[config.mk]
export PLATFORM = sky130hd
export DESIGN_NAME = button_press_gesture_qualifier_core
export DESIGN_NICKNAME = d
export VERILOG_FILES = /design/src/rtl/core/bpgq_pkg.sv /design/src/rtl/core/button_press_gesture_qualifier_core.sv /design/src/rtl/core/bpgq_cfg.sv /design/src/rtl/core/bpgq_eval.sv
export VERILOG_INCLUDE_DIRS = /design/src /design/src/rtl/core
export SDC_FILE = /design/constraint.sdc
export NUM_CORES = 1
export LEC_CHECK = 0
export BUFFER_PORTS_ARGS = -buffer_cell sky130_fd_sc_hd__clkbuf_2
export CORE_MARGIN = 2
export CORE_UTILIZATION = 40
export DETAILED_ROUTE_END_ITERATION = 12
export PLACE_DENSITY = 0.63
export SETUP_SLACK_MARGIN = 0.4
export SYNTH_ARGS = -nofsm -noshare
export SYNTH_HDL_FRONTEND = slang
export SYNTH_HIERARCHICAL = 1
export SYNTH_SLANG_ARGS = --single-unit
[constraint.sdc]
create_clock -name clk -period 7 [get_ports clk]
set_clock_uncertainty 0.1 [all_clocks]
set_input_delay 0.35 -clock clk [delete_from_list [all_inputs] [get_ports clk]]
set_output_delay 0.35 -clock clk [all_outputs]
set_load 0.01 [all_outputs]
[src/rtl/core/button_press_gesture_qualifier_core_defines.svh]
// Assertion macros shared by the gesture qualifier RTL.
// They expect a clock named clk and an active-low reset named arst_n in scope.
`ifndef BUTTON_PRESS_GESTURE_QUALIFIER_CORE_DEFINES_SVH
`define BUTTON_PRESS_GESTURE_QUALIFIER_CORE_DEFINES_SVH

// The consequent holds in the same cycle as the antecedent.
`define BPGQ_ASSERT_SAME(lbl, ante, cons, msg) \
	lbl: assert property (@(posedge clk) disable iff (!arst_n) (ante) |-> (cons)) \
		else $error(msg);

// The consequent holds in the cycle after the antecedent.
`define BPGQ_ASSERT_NEXT(lbl, ante, cons, msg) \
	lbl: assert property (@(posedge clk) disable iff (!arst_n) (ante) |=> (cons)) \
		else $error(msg);

`endif

[src/rtl/core/bpgq_pkg.sv]
package bpgq_pkg;

	localparam int unsigned TimeW = 32;
	localparam int unsigned LimW  = 16;
	localparam int unsigned IdxW  = 3;
	localparam int unsigned KeyW  = 3;

	typedef logic [TimeW-1:0] time_ms_t;
	typedef logic [LimW-1:0]  limit_t;
	typedef logic [IdxW-1:0]  reg_idx_t;
	typedef logic [KeyW-1:0]  key_code_t;

	localparam reg_idx_t REG_LONG_PRESS    = 3'd0;
	localparam reg_idx_t REG_SHORT_MIN     = 3'd1;
	localparam reg_idx_t REG_SHORT_MAX     = 3'd2;
	localparam reg_idx_t REG_RESTART_HOLD  = 3'd3;
	localparam reg_idx_t REG_REPEAT_DELAY  = 3'd4;
	localparam reg_idx_t REG_REPEAT_PERIOD = 3'd5;

	localparam limit_t LONG_PRESS_RST    = 16'd3000;
	localparam limit_t SHORT_MIN_RST     = 16'd50;
	localparam limit_t SHORT_MAX_RST     = 16'd1000;
	localparam limit_t RESTART_HOLD_RST  = 16'd5000;
	localparam limit_t REPEAT_DELAY_RST  = 16'd400;
	localparam limit_t REPEAT_PERIOD_RST = 16'd80;

	localparam key_code_t KEY_NONE  = 3'd0;
	localparam key_code_t KEY_UP    = 3'd1;
	localparam key_code_t KEY_DOWN  = 3'd2;
	localparam key_code_t KEY_LEFT  = 3'd3;
	localparam key_code_t KEY_RIGHT = 3'd4;

	typedef struct packed {
		limit_t long_press_ms;
		limit_t short_min_ms;
		limit_t short_max_ms;
		limit_t restart_hold_ms;
		limit_t repeat_delay_ms;
		limit_t repeat_period_ms;
	} cfg_t;

	typedef struct packed {
		time_ms_t now_ms;
		logic     power_level;
		logic     back_level;
		logic     up_level;
		logic     down_level;
		logic     left_level;
		logic     right_level;
		logic     repeat_enable;
	} sample_t;

	typedef struct packed {
		logic      sleep_request;
		logic      short_press;
		logic      restart_request;
		key_code_t key_fire;
	} result_t;

endpackage

[src/rtl/core/button_press_gesture_qualifier_core.sv]
// Channel   Direction  Handshake            Beat contents
// sample    in         in_valid / in_stall  now_ms and the seven button and enable levels
// result    out        out_valid / out_stall sleep_request, short_press, restart_request, key_fire
//
// A sample beat is taken into an input register and evaluated there against the gesture
// state; its result is written into the output register when the pipeline advances.
// One beat is taken every cycle while in_stall is low.
// The input register keeps taking beats while the output register waits; a stall on the
// result side reaches in_stall only once both registers are full.
// Reset clears the handshake valids and the gesture state and loads the register defaults.
`include "button_press_gesture_qualifier_core_defines.svh"

module button_press_gesture_qualifier_core (
	input  logic                clk,
	input  logic                arst_n,
	input  logic                cfg_we,
	input  bpgq_pkg::reg_idx_t  cfg_index,
	input  bpgq_pkg::limit_t    cfg_data,
	input  logic                in_valid,
	output logic                in_stall,
	input  bpgq_pkg::time_ms_t  now_ms,
	input  logic                power_level,
	input  logic                back_level,
	input  logic                up_level,
	input  logic                down_level,
	input  logic                left_level,
	input  logic                right_level,
	input  logic                repeat_enable,
	output logic                out_valid,
	input  logic                out_stall,
	output logic                sleep_request,
	output logic                short_press,
	output logic                restart_request,
	output bpgq_pkg::key_code_t key_fire
);

	bpgq_pkg::cfg_t    cfg;
	bpgq_pkg::sample_t smp_s1;
	logic              valid_s1;
	bpgq_pkg::result_t res_comb;
	bpgq_pkg::result_t res_s2;
	logic              valid_s2;
	logic              advance;
	logic              in_take;

	assign advance  = valid_s1 && (!valid_s2 || !out_stall);
	assign in_stall = valid_s1 && !advance;
	assign in_take  = in_valid && !in_stall;

	bpgq_cfg u_cfg (
		.clk      (clk),
		.arst_n   (arst_n),
		.cfg_we   (cfg_we),
		.cfg_index(cfg_index),
		.cfg_data (cfg_data),
		.cfg      (cfg)
	);

	bpgq_eval u_eval (
		.clk    (clk),
		.arst_n (arst_n),
		.advance(advance),
		.smp    (smp_s1),
		.cfg    (cfg),
		.res    (res_comb)
	);

	always_ff @(posedge clk or negedge arst_n) begin
		if (!arst_n) begin
			valid_s1 <= 1'b0;
			valid_s2 <= 1'b0;
		end else begin
			if (in_take) begin
				valid_s1 <= 1'b1;
			end else if (advance) begin
				valid_s1 <= 1'b0;
			end
			if (advance) begin
				valid_s2 <= 1'b1;
			end else if (!out_stall) begin
				valid_s2 <= 1'b0;
			end
		end
	end

	always_ff @(posedge clk) begin
		if (in_take) begin
			smp_s1.now_ms        <= now_ms;
			smp_s1.power_level   <= power_level;
			smp_s1.back_level    <= back_level;
			smp_s1.up_level      <= up_level;
			smp_s1.down_level    <= down_level;
			smp_s1.left_level    <= left_level;
			smp_s1.right_level   <= right_level;
			smp_s1.repeat_enable <= repeat_enable;
		end
		if (advance) begin
			res_s2 <= res_comb;
		end
	end

	assign out_valid       = valid_s2;
	assign sleep_request   = res_s2.sleep_request;
	assign short_press     = res_s2.short_press;
	assign restart_request = res_s2.restart_request;
	assign key_fire        = res_s2.key_fire;

	`BPGQ_ASSERT_SAME(a_sleep_alone, valid_s2 && res_s2.sleep_request, !res_s2.short_press && !res_s2.restart_request && (res_s2.key_fire == bpgq_pkg::KEY_NONE), "sleep result carries other events")
	`BPGQ_ASSERT_SAME(a_key_range, valid_s2, res_s2.key_fire <= bpgq_pkg::KEY_RIGHT, "key code out of range")
	`BPGQ_ASSERT_SAME(a_stall_full, in_stall, valid_s1 && valid_s2 && out_stall, "input stalled with room in the pipeline")
	`BPGQ_ASSERT_NEXT(a_s1_hold, valid_s1 && !advance, valid_s1 && $stable(smp_s1), "held sample lost while blocked")

endmodule

[src/rtl/core/bpgq_cfg.sv]
module bpgq_cfg (
	input  logic               clk,
	input  logic               arst_n,
	input  logic               cfg_we,
	input  bpgq_pkg::reg_idx_t cfg_index,
	input  bpgq_pkg::limit_t   cfg_data,
	output bpgq_pkg::cfg_t     cfg
);

	bpgq_pkg::cfg_t cfg_q;

	always_ff @(posedge clk or negedge arst_n) begin
		if (!arst_n) begin
			cfg_q.long_press_ms    <= bpgq_pkg::LONG_PRESS_RST;
			cfg_q.short_min_ms     <= bpgq_pkg::SHORT_MIN_RST;
			cfg_q.short_max_ms     <= bpgq_pkg::SHORT_MAX_RST;
			cfg_q.restart_hold_ms  <= bpgq_pkg::RESTART_HOLD_RST;
			cfg_q.repeat_delay_ms  <= bpgq_pkg::REPEAT_DELAY_RST;
			cfg_q.repeat_period_ms <= bpgq_pkg::REPEAT_PERIOD_RST;
		end else if (cfg_we) begin
			unique case (cfg_index)
				bpgq_pkg::REG_LONG_PRESS:    cfg_q.long_press_ms    <= cfg_data;
				bpgq_pkg::REG_SHORT_MIN:     cfg_q.short_min_ms     <= cfg_data;
				bpgq_pkg::REG_SHORT_MAX:     cfg_q.short_max_ms     <= cfg_data;
				bpgq_pkg::REG_RESTART_HOLD:  cfg_q.restart_hold_ms  <= cfg_data;
				bpgq_pkg::REG_REPEAT_DELAY:  cfg_q.repeat_delay_ms  <= cfg_data;
				bpgq_pkg::REG_REPEAT_PERIOD: cfg_q.repeat_period_ms <= cfg_data;
				default: ;
			endcase
		end
	end

	assign cfg = cfg_q;

endmodule

[src/rtl/core/bpgq_eval.sv]
module bpgq_eval (
	input  logic              clk,
	input  logic              arst_n,
	input  logic              advance,
	input  bpgq_pkg::sample_t smp,
	input  bpgq_pkg::cfg_t    cfg,
	output bpgq_pkg::result_t res
);

	logic                 power_held_q;
	bpgq_pkg::time_ms_t   power_start_q;
	logic                 sleep_fired_q;
	logic                 back_held_q;
	bpgq_pkg::time_ms_t   back_start_q;
	logic                 restart_fired_q;
	bpgq_pkg::key_code_t  repeat_code_q;
	bpgq_pkg::time_ms_t   repeat_begin_q;
	bpgq_pkg::time_ms_t   last_fire_q;

	logic                 p_fired_eff;
	bpgq_pkg::time_ms_t   p_start_eff;
	bpgq_pkg::time_ms_t   p_elapsed;
	bpgq_pkg::time_ms_t   p_dur;
	logic                 sleep_hit;
	logic                 short_hit;
	logic                 b_fired_eff;
	bpgq_pkg::time_ms_t   b_start_eff;
	bpgq_pkg::time_ms_t   b_elapsed;
	logic                 restart_hit;
	bpgq_pkg::key_code_t  held_code;
	bpgq_pkg::time_ms_t   r_since_begin;
	bpgq_pkg::time_ms_t   r_since_fire;
	logic                 code_change;
	logic                 repeat_hit;

	// A press that starts on this sample begins its hold at the sample time.
	always_comb begin
		p_fired_eff = sleep_fired_q;
		p_start_eff = power_start_q;
		if (smp.power_level && !power_held_q) begin
			p_fired_eff = 1'b0;
			p_start_eff = smp.now_ms;
		end
		p_elapsed = smp.now_ms - p_start_eff;
		p_dur     = smp.now_ms - power_start_q;
		sleep_hit = smp.power_level && !p_fired_eff &&
			(p_elapsed > {16'd0, cfg.long_press_ms});
		short_hit = !smp.power_level && power_held_q && !sleep_fired_q &&
			(p_dur > {16'd0, cfg.short_min_ms}) && (p_dur < {16'd0, cfg.short_max_ms});

		b_fired_eff = restart_fired_q;
		b_start_eff = back_start_q;
		if (smp.back_level && !back_held_q) begin
			b_fired_eff = 1'b0;
			b_start_eff = smp.now_ms;
		end
		b_elapsed   = smp.now_ms - b_start_eff;
		restart_hit = smp.back_level && !b_fired_eff &&
			(b_elapsed > {16'd0, cfg.restart_hold_ms});
	end

	always_comb begin
		priority if (smp.up_level)    held_code = bpgq_pkg::KEY_UP;
		else if (smp.down_level)      held_code = bpgq_pkg::KEY_DOWN;
		else if (smp.left_level)      held_code = bpgq_pkg::KEY_LEFT;
		else if (smp.right_level)     held_code = bpgq_pkg::KEY_RIGHT;
		else                          held_code = bpgq_pkg::KEY_NONE;
		r_since_begin = smp.now_ms - repeat_begin_q;
		r_since_fire  = smp.now_ms - last_fire_q;
		code_change   = smp.repeat_enable && (held_code != repeat_code_q);
		repeat_hit    = smp.repeat_enable && !code_change &&
			(held_code != bpgq_pkg::KEY_NONE) &&
			(r_since_begin > {16'd0, cfg.repeat_delay_ms}) &&
			(r_since_fire > {16'd0, cfg.repeat_period_ms});
	end

	always_comb begin
		res = '0;
		if (sleep_hit) begin
			res.sleep_request = 1'b1;
		end else begin
			res.short_press     = short_hit;
			res.restart_request = restart_hit;
			if (code_change || repeat_hit) begin
				res.key_fire = held_code;
			end
		end
	end

	always_ff @(posedge clk or negedge arst_n) begin
		if (!arst_n) begin
			power_held_q    <= 1'b0;
			power_start_q   <= '0;
			sleep_fired_q   <= 1'b0;
			back_held_q     <= 1'b0;
			back_start_q    <= '0;
			restart_fired_q <= 1'b0;
			repeat_code_q   <= bpgq_pkg::KEY_NONE;
			repeat_begin_q  <= '0;
			last_fire_q     <= '0;
		end else if (advance) begin
			if (smp.power_level) begin
				power_held_q  <= 1'b1;
				power_start_q <= p_start_eff;
				sleep_fired_q <= p_fired_eff || sleep_hit;
			end else begin
				power_held_q  <= 1'b0;
			end
			if (!sleep_hit) begin
				back_held_q <= smp.back_level;
				if (smp.back_level) begin
					back_start_q    <= b_start_eff;
					restart_fired_q <= b_fired_eff || restart_hit;
				end
				if (code_change) begin
					repeat_code_q  <= held_code;
					repeat_begin_q <= smp.now_ms;
					last_fire_q    <= smp.now_ms;
				end else if (repeat_hit) begin
					last_fire_q    <= smp.now_ms;
				end
			end
		end
	end

endmodule

# --- Yosys cells after proc, flatten, opt, wreduce, memory -nomap -nowiden ---
# Cells that the tools add are included.
classes:
  n_addsub: 5
  order_cmp: 6
  n_eq_ne: 7
  n_mux: 16
  bitwise_logic: 2
  n_reduce_logical: 49
op_table:
  columns: ["cell", "count"]
  rows:
  - ["$gt 32x16->1", 5]
  - ["$sub 32x32->32", 5]
  - ["$mux 32", 4]
  - ["$lt 32x16->1", 1]
  - ["$logic_and 1x1->1", 18]
  - ["$reduce_and 2->1", 8]
  - ["$mux 3", 4]
  - ["$logic_not 1->1", 11]
  - ["$reduce_and 3->1", 3]
  - ["$mux 1", 8]
  - ["$eq 3x2->1 const B", 2]
  - ["$eq 3x3->1 const B", 2]
  - ["$logic_or 1x1->1", 4]
  - ["$reduce_bool 2->1", 2]
  - ["$eq 3x1->1 const B", 1]
  - ["$logic_not 3->1", 1]
  - ["$ne 3x3->1", 1]
  - ["$reduce_bool 3->1", 1]
  - ["$ne 2x1->1 const B", 1]
  - ["$not 1->1", 2]
  - ["$reduce_or 2->1", 1]
word_totals:
  regBits: 278
  inputBits: 63
  output_inout_bits: 8
  word_cells: 114

# --- Longest topological paths before layout ---
# Gate-level depths: netlist of the first run.
logic_depth:
  ltp_word: 14
  depth_mapped: 29
  depth_no_buf: 27

# --- Hierarchy ---
# Netlist of the first run, hierarchy kept.
modules_own_cells:
  columns: ["module", "n_inst", "cells_each", "area_each_um2", "seq_area_each_um2"]
  rows:
  - ["bpgq_eval", 1, 2268, 17814.6, 3378.2]
  - ["bpgq_cfg", 1, 208, 3711.1, 2434.8]
  - ["button_press_gesture_qualifier_core", 1, 53, 1443.9, 1401.3]

# --- Worst setup path after synthesis of the first run ---
# Ideal clock, no wire load.
synth_path:
  path_type: "register -> register"
  from: "reg smp_s1[6] in the netlist's numbering"
  to: "reg u_eval.last_fire_q[11]"
  setup_time_ns: 0.125
  arrival_ns: 6.064
  required_time_ns: 6.775
  path_slack_ns: 0.711
  path_stages_with_launch: 29
  path_buffers: 8
  period_less_slack_ns: 6.289
  cell_sequence: "edfxtp_1 nor2b_2 buf_4 buf_2 buf_2 buf_1 buf_1 a21oi_1 ha_1 clkbuf_1 and3_1 o21ai_0 o311a_1 xnor2_1 ha_1 and4_1 nand4_1 nor3_1 a31oi_1 a21oi_1 nor4bb_1 o2111ai_1 nor4b_2 and4_4 o21ai_2 or4b_1 buf_2 buf_6 mux2_4"
synth_via:
  elab_chain_len: 7
  word_cells_on_any_way: 10
  cone_classes: "add/sub: 1; order compare: 1; mux: 2; bitwise: 1; reduce/logical: 5"
synth_rtl:
  columns: ["element", "line", "rtl"]
  rows:
  - ["from (decl)", "button_press_gesture_qualifier_core.sv:38", "bpgq_pkg::sample_t smp_s1;"]
  - ["$logic_and 1x1->1", "bpgq_eval.sv:40", "if (smp.power_level && !power_held_q) begin"]
  - ["$mux 32 / $mux 1 (equally long branches)", "bpgq_eval.sv:40", null]
  - ["$sub 32x32->32 / $logic_not 1->1 (equally long branches)", "bpgq_eval.sv:44, bpgq_eval.sv:46", null]
  - ["$gt 32x16->1 / $logic_and 1x1->1 (equally long branches)", "bpgq_eval.sv:47, bpgq_eval.sv:46", null]
  - ["$logic_and 1x1->1 *", "bpgq_eval.sv:46", "sleep_hit = smp.power_level && !p_fired_eff &&"]
  - ["$not 1->1 (no source line) *", null, null]
  - ["$reduce_and 3->1 (no source line) *", null, null]
  - ["to (signal assigned)", "bpgq_eval.sv:118", "last_fire_q <= smp.now_ms;"]
  - ["to (signal assigned)", "bpgq_eval.sv:120", "last_fire_q <= smp.now_ms;"]
  - ["to (decl)", "bpgq_eval.sv:18", "bpgq_pkg::time_ms_t last_fire_q;"]
# Mark *: on every way between the ends. The rest lies on a longest branch, timed or not.
# A chain may end at the register's enable or synchronous reset.

# --- Worst setup path after layout of the first run ---
layout_path:
  from: "reg u_eval.power_held_q"
  to: "reg u_eval.last_fire_q[0]"
layout_via:
  elab_chain_len: 8
  word_cells_on_any_way: 11
  cone_classes: "add/sub: 1; order compare: 1; mux: 2; bitwise: 1; reduce/logical: 6"
layout_rtl:
  columns: ["element", "line", "rtl"]
  rows:
  - ["from (decl)", "bpgq_eval.sv:10", "logic power_held_q;"]
  - ["from (signal assigned)", "bpgq_eval.sv:92", "power_held_q <= 1'b0;"]
  - ["from (signal assigned)", "bpgq_eval.sv:103", "power_held_q <= 1'b1;"]
  - ["from (signal assigned)", "bpgq_eval.sv:107", "power_held_q <= 1'b0;"]
  - ["$logic_not 1->1", "bpgq_eval.sv:40", null]
  - ["$logic_and 1x1->1", "bpgq_eval.sv:40", null]
  - ["$mux 32", "bpgq_eval.sv:40", null]
  - ["named net u_eval.p_start_eff[0]", "bpgq_eval.sv:21", "bpgq_pkg::time_ms_t p_start_eff;"]
  - ["$sub 32x32->32", "bpgq_eval.sv:44", "p_elapsed = smp.now_ms - p_start_eff;"]
  - ["$gt 32x16->1", "bpgq_eval.sv:47", "(p_elapsed > {16'd0, cfg.long_press_ms});"]
  - ["$logic_and 1x1->1", "bpgq_eval.sv:46", null]
  - ["$not 1->1 (no source line)", null, null]
  - ["$reduce_and 3->1 (no source line)", null, null]
# The timed path passes the listed nets, and every way through them passes these cells.

==> results.md, run 1 <==
- Status: completed
- WL/cell: approximately 20 um
- Die W: approximately 240 um
- YS warnings: 6
- Dominant cells by area after synthesis: dfrtp_1 23%, ha_1 13%, mux2_2 7.3%
- Num CTS Buffers: 35
- Fill count: approximately 5500
- Max Slew Vio Count: 0
- Clock latency at the later pin of the worst-skew pair: roughly 0.56 ns
- # DRC: 0
- Vias post-DR: 19710
- CORE AREA: approximately 57000 um2
- Total global routing overflow: 0
- Lkg Pwr: about 12 nW
- Vias in the first global route: between 15000 and 20000
- Max FO, Critical Path: 19
- Hold Fails Final Rpt: 0
- RSZ-0062 raised after global routing: false
- Pre-antenna DRT Iters: 7
- Syn nets: 2834
- Root buffer selected by CTS: clkbuf_16
- Last weighted congestion value of the routability-driven placer: approximately 0.94
- Fmax achieved: ~160 MHz
- Share of layout cells above drive strength 1: 15.93%
- Power Dens Cells: ~400 nW/um2
- Largest net degree at the start of global routing: between 100 and 150
- Most frequent cells in the layout: 238 x ha_1, 231 x inv_1, 207 x dfrtp_1
- Final WL: between 60 and 70 mm
- Chip height: about 240 um
- Clk buf depth: 3
- Post-synth ARST share: 83.81%
- I/O pin cnt: 71
- Prevailing post-synth register cell: dfrtp_1
- Final critical-path required period: ~6.3 ns
- CTS clock-pin slew for the worst setup and hold paths: around 0.060 ns
- GRT Util Overall: a little under a quarter
- Routed vias/inst: about 5.8
- Post-Place Cells: 3313
- Setup crit end kind: flop
- Die ar.: just under 60000 um2
- H-Tree Depth: 2
- Final period util: between 90 and 100%
- Final worst slack: 0.6649 ns
- First-pass GRT wire length: about 110 mm
- CTS tree: done
- VDD IR max: approximately 0.26 mV
- CP required: around 7.3 ns
- Multi-input gate area: between 10000 and 15000 um2
- Cell Area, Placed: 24220 um2
- Antenna Nets Post-Route: 0
- Post-Layout Cell Count: around 3400
- EDFF count, synth: 45
- DR iter-0 viols: about 1400
- Area grow syn2layout: 12.81%
- Critical path type: flop to flop
- Cells after Synth: about 2500
- Slew headroom: 14.71%
- Yosys top cell by area: dfrtp_1
- CTS sink count: 278
- Post-synth top area share: a little under a quarter
- Crit path DAT: roughly 6.7 ns
- DP Worst Slack: 0.05333 ns
- Min-Delay Path Class: input pin to flop
- Distinct cells, synth: roughly 100
- # setup viols final: 0
- DP HPWL: between 50 and 60 mm
- Register area: ~7000 um2
- Nets: between 2000 and 3000
- Initial antenna violation count: 1
- Port Buffers: 70
- Most common cell after layout, fill and taps aside: ha_1
- Design Area, Final: approximately 26000 um2
- Register area share after synthesis: a little under a third
- Max-cap viol count: 0
- Row count: 87
- Mapped cell area: between 20000 and 25000 um2
- Starting Density: a little over 40%
- Slew @ Worst Pin: 1.268 ns
- Kind of start point of the critical path: flop
- Number of synthesized register bits: about 280
- Smallest hold slack: ~0.12 ns
- Final TNS setup: 0 ns
- Avg Inst Size Synth: between 9 and 10 um2
==> routing by layer <==
metal	track usage [%]	vias up	wire, um
met5	0	-	0
met4	9.272	0	2758
met2	39.84	538	33390
met3	2.501	158	2684
met1	28.91	9583	29960
li1	-	9435	-
==> cells by family after synthesis <==
group | Yosys count | synth area share [%]
fa+ha+maj | 253 | 13.80
simple gates | 652 | 14.24
compound gates | 681 | 19.15
buf+inv | 321 | 5.736
mux | 224 | 11.09
flops | 278 | 31.41
xor+xnor | 120 | 4.576
==> stage by stage <==
stage,utilization [%],power [mW]
final,45.78,10.38
after global routing,45.77,11.18
after CTS,45.71,10.32
after detailed placement,42.79,8.371
after global placement,42.79,8.231
after floorplan,-,6.858
==> worst max-delay path: stages (launching register included) <==
cell and delay, ns:
dfrtp_1 0.40, nand2b_2 0.23, nand2_1 0.09, o21ai_0 0.10
ha_1 0.24, or3_1 0.39, and3_1 0.23, a2111oi_4 0.38
buf_4 0.19, nor2_1 0.07, o21ai_1 0.23, xor2_1 0.18
ha_1 0.28, a211oi_2 0.20, nor2_1 0.08, a311oi_1 0.25
a31oi_1 0.18, a21oi_1 0.16, nor4bb_2 0.29, o2111ai_1 0.17
nor4b_2 0.29, and4_4 0.31, o21ai_2 0.11, or4b_4 0.54
buf_12 0.19, mux2_1 0.32
==> state kept, by name (all words and copies together) (netlist names) <==
register,count
short_press,1
out_valid,1
u_eval/power_start_q,32
u_eval/repeat_code_q,3
smp_s1,39
restart_request,1
u_eval/back_start_q,32
valid_s1,1
u_eval/restart_fired_q,1
u_eval/last_fire_q,32
u_eval/repeat_begin_q,32
u_eval/power_held_q,1
u_eval/back_held_q,1
u_cfg/cfg,96
key_fire,3
u_eval/sleep_fired_q,1
sleep_request,1
==> layout make-up <==
cell class,count,share of cell area [%]
diodes,1,0.009657
clock buffers,48,3.766
clock inverters,16,0.7001
inverters,232,3.361
multi-input cells,1930,55.98
flip-flops and latches,278,27.84
well taps,756,3.650
repair buffers,164,4.689
==> where the power goes <==
group | total [mW] | switching (mW) | internal [mW]
sequential | 2.41 | 0.286 | 2.12
clock | 1.84 | 0.748 | 1.10
combinational | 6.12 | 3.55 | 2.58
==> path summary, 6_finish.rpt <==
path | start | endpoint | slack (ns) | cells past startpoint
max | u_eval/power_held_q | u_eval/last_fire_q[0] | 0.66 | 25
min | cfg_data[2] | u_cfg/cfg[82] | 0.12 | 2
max reg2reg | u_eval/power_held_q | u_eval/last_fire_q[0] | 0.66 | 25
min reg2reg | u_eval/back_start_q[11] | u_eval/back_start_q[11] | 0.38 | 2
max in group asynchronous | arst_n | u_cfg/cfg[86] | 5.24 | 3
min in group asynchronous | arst_n | u_eval/repeat_begin_q[24] | 0.38 | 2
==> synthesized netlist by cell type, types with 8 or more instances <==
| master | instances |
|---|---|
| or3_1 | 16 |
| buf_6 | 10 |
| edfxtp_1 | 45 |
| a21oi_1 | 207 |
| and3_1 | 17 |
| mux2_2 | 148 |
| nor3_1 | 52 |
| a31oi_1 | 25 |
| or2_2 | 9 |
| o22ai_1 | 11 |
| o31ai_1 | 13 |
| mux2i_1 | 50 |
| a21boi_0 | 9 |
| o211ai_1 | 23 |
| clkbuf_1 | 54 |
| xor2_1 | 47 |
| nand2_1 | 185 |
| o21ai_0 | 141 |
| maj3_1 | 10 |
| nand2b_1 | 42 |
| xnor2_1 | 73 |
| nand3_1 | 42 |
| a211oi_1 | 20 |
| nor2b_1 | 29 |
| buf_2 | 15 |
| o2111ai_1 | 9 |
| nor2_1 | 141 |
| inv_1 | 231 |
| ha_1 | 238 |
| dfrtp_1 | 207 |
| dfstp_2 | 26 |
| o21a_1 | 26 |
| nand4_1 | 48 |
| o21bai_1 | 20 |
| nor4_1 | 22 |
| and2_1 | 12 |
| a21o_1 | 77 |
| mux2_4 | 23 |
| a211o_1 | 8 |
==> timing repair <==
action | CTS | global route
endpoints found under the hold margin | 142 | 0
endpoints found under the setup margin | 25 | 27
buffers inserted | 2 | 2
hold buffers | 43 | 0
resized for setup | 12 | 9
pin swaps | 3 | 7
Power figures use the tool's default switching activity.
==> run 2: changes to the inputs <==
--- a/config.mk
+++ b/config.mk
@@ -10,6 +10,7 @@
 export CORE_MARGIN = 2
 export CORE_UTILIZATION = 40
 export DETAILED_ROUTE_END_ITERATION = 12
+export GPL_TIMING_DRIVEN = 0
 export PLACE_DENSITY = 0.63
 export SETUP_SLACK_MARGIN = 0.4
 export SYNTH_ARGS = -nofsm -noshare
==> run 2 against run 1 <==
  * Count of clock-buffer cells in the layout fell by 10
  * Non-clock buffer count rose by 84
  * Critical path depth rose by 4
  * Die area did not move
  * First-iteration DRC count fell by 1.1%
  * Global-route usage rose by 0.25 points
  * Sequential share of layout area fell by 0.92 points
==> results.md, run 2 (synthesis results as in run 1) <==
- Vias post-DR: 19960 (was 19710)
- Final design utilization: 47.34% (was 45.78%)
- Max Slew Vio Count: 0 (unchanged)
- I/O pin cnt: 71 (unchanged)
- First-pass GRT wire length: 109.4 mm (was 107.8 mm)
- Reg2Reg Depth: 29 (was 25)
- Slew @ Worst Pin: 1.083 ns (was 1.268 ns)
- Last weighted congestion value of the routability-driven placer: 0.9167 (was 0.9410)
- # DRC: 0 (unchanged)
- Comb power frac: 60.0% (was 59.0%)
- CP required: 7.38 ns (was 7.34 ns)
- Slew headroom: 27.39% (was 14.71%)
- DP HPWL: 54.73 mm (was 52.93 mm)
- Chip height: 243.6 um (unchanged)
- DR top layer: met4 (unchanged)
- CTS sink count: 278 (unchanged)
- Clock latency at the later pin of the worst-skew pair: 0.61 ns (was 0.56 ns)
- Metal2 WL: 34.30 mm (was 33.39 mm)
- Pre-antenna DRT Iters: 6 (was 7)
- CTS tree: done (unchanged)
- Final worst slack: 0.4434 ns (was 0.6649 ns)
- Min-Delay Path Class: input pin to flop (unchanged)
- Starting Density: 40.58% (unchanged)
- Switch share: 44.29% (was 44.14%)
- P_int: 5.817 mW (was 5.796 mW)
- Most common cell after layout, fill and taps aside: ha_1 (unchanged)
- Post-Layout Cell Count: 3505 (was 3425)
- WL met3: 2.642 mm (was 2.684 mm)
- Area grow syn2layout: 16.65% (was 12.81%)
- Hold Crit Start: cfg_data[2] (unchanged)
- Max FO, Critical Path: 7 (was 19)
- Smallest hold slack: 0.05640 ns (was 0.1212 ns)
- WL/cell: 20.01 um (was 20.09 um)
- Clk network pwr share: 16.7% (was 17.8%)
- Worst path slowest cell: or4b_4 (unchanged)
- VDD IR max: 0.2439 mV (was 0.2570 mV)
- Port Buffers: 69 (was 70)
- H-Tree Depth: 1 (was 2)
- Worst reg2reg path startpoint: smp_s1[6] (was u_eval/power_held_q)
- Fmax achieved: 152.5 MHz (was 157.9 MHz)
- Share of layout cells above drive strength 1: 17.92% (was 15.93%)
- Max reg flops: 96 (unchanged)
- Final critical-path required period: 6.557 ns (was 6.335 ns)
- Final WL: 70.13 mm (was 68.79 mm)
- GRT Util Overall: 23.14% (was 22.89%)
- Root buffer selected by CTS: clkbuf_16 (unchanged)
- Design Area, Final: 26790 um2 (was 25910 um2)
- Kind of start point of the critical path: flop (unchanged)
- Slowest stage delay, CP: 0.55 ns (was 0.54 ns)
- DR iter-0 viols: 1388 (was 1403)
- Num CTS Buffers: 31 (was 35)
- Vias in the first global route: 19880 (was 19860)
- Row count: 87 (unchanged)
- RSZ-0062 raised after global routing: true (was false)
- Status: completed (unchanged)
- Antenna Nets Post-Route: 0 (unchanged)
- Setup crit end kind: flop (unchanged)
- # setup viols final: 0 (unchanged)
- Nets: 3026 (was 2946)
- Critical path type: flop to flop (unchanged)
- Die W: 243.6 um (unchanged)
- Crit path DAT: 6.93 ns (was 6.68 ns)
- DP Worst Slack: -1.721 ns (was 0.05333 ns)
- Cell Area, Placed: 24350 um2 (was 24220 um2)
- Worst r2r dst: u_eval/last_fire_q[11] (was u_eval/last_fire_q[0])
- Max-cap viol count: 0 (unchanged)
- M1 wire length: 30.52 mm (was 29.96 mm)
- Final period util: 93.67% (was 90.50%)
- Largest net degree at the start of global routing: 115 (was 125)
- Total global routing overflow: 0 (unchanged)
- R2R setup slack: 0.44 ns (was 0.66 ns)
- Hold depth: 2 (unchanged)
- NetSw: 4.626 mW (was 4.581 mW)
- Routed vias/inst: 5.693 (was 5.756)
- Power Dens Cells: 389.7 nW/um2 (was 400.4 nW/um2)
- CTS clock-pin slew for the worst setup and hold paths: 0.07 ns (was 0.06 ns)
- Fill count: 5422 (was 5482)
- Hold Path End: u_cfg/cfg[82] (unchanged)
- Post-Place Cells: 3357 (was 3313)
- Sequential Power Share: 23.2% (about the same)
- Lkg Pwr: 12.13 nW (was 11.80 nW)
- Most frequent cells in the layout: 234 x ha_1, 230 x inv_1, 207 x dfrtp_1 (was 238 x ha_1, 231 x inv_1, 207 x dfrtp_1)
- Clk buf depth: 3 (unchanged)
- CORE AREA: 56600 um2 (unchanged)
- Hold Fails Final Rpt: 0 (unchanged)
- Initial antenna violation count: 2 (was 1)
- Die ar.: 59360 um2 (unchanged)
run 2: layout make-up:
cell class	instances	area [um2]	share of cell area, %
Tap cell	756	945.9	3.530
Buffer	89	616.8	2.302
Multi-Input combinational cell	1930	14770	55.12
Sequential cell	278	7214	26.93
Clock inverter	20	232.7	0.8686
Timing Repair Buffer	159	1270	4.740
Clock buffer	38	863.3	3.222
Antenna cell	3	7.507	0.02802
Inverter	232	874.6	3.264
run 2: repair_timing:
action                                  4_1_cts  5_1_grt
resized for setup                            93       43
endpoints found under the hold margin        93        0
pin swaps                                    18       29
endpoints found under the setup margin      108       95
hold buffers                                 43        0
cloned                                        2        0
buffers inserted                             19       23
run 2: metal layers:
metal,global-route usage (%),vias up
met2,41.08,497
met3,1.740,121
met1,29.46,9753
met5,0,-
met4,8.339,0
li1,-,9584
run 2: worst max-delay path: cells and delay by family (launching register included):
kind                     cells  cell delay (ns)
AND/OR/NAND/NOR             12             2.84
AO/OA/AOI/OAI                7             1.19
buffers and inverters        6             0.91
adder cells (fa/ha/maj)      2             0.47
flip-flops                   1             0.46
multiplexers                 1             0.29
XOR/XNOR                     1             0.16
run 2: power by group through the flow:
stage                     combinational (mW)  sequential [mW]  clock (mW)
final                                   6.27             2.43        1.74
after global routing                    6.94             2.48        1.86
after CTS                               6.11             2.43        1.79
after detailed placement                5.90             2.45           0
after global placement                  5.77             2.43           0
after floorplan                         4.51             2.35           0
run 2: worst max-delay path by stage:
stage	end	slack, ns	start
finish	u_eval/last_fire_q[11]	0.44	smp_s1[6]
global route	u_eval/last_fire_q[15]	0.22	smp_s1[6]
CTS	u_eval/last_fire_q[11]	0.40	smp_s1[6]
detailed placement	u_eval/repeat_begin_q[25]	-1.72	smp_s1[6]
global placement	u_eval/repeat_begin_q[25]	-1.82	smp_s1[6]
floorplan	u_eval/last_fire_q[11]	0.71	smp_s1[6]
run 2: per-stage QoR:
stage	TNS (ns)	total power, mW
after global placement	-140.97	8.206
after global routing	0	11.28
after detailed placement	-128.81	8.353
after floorplan	0	6.858
final	0	10.44
after CTS	0	10.33
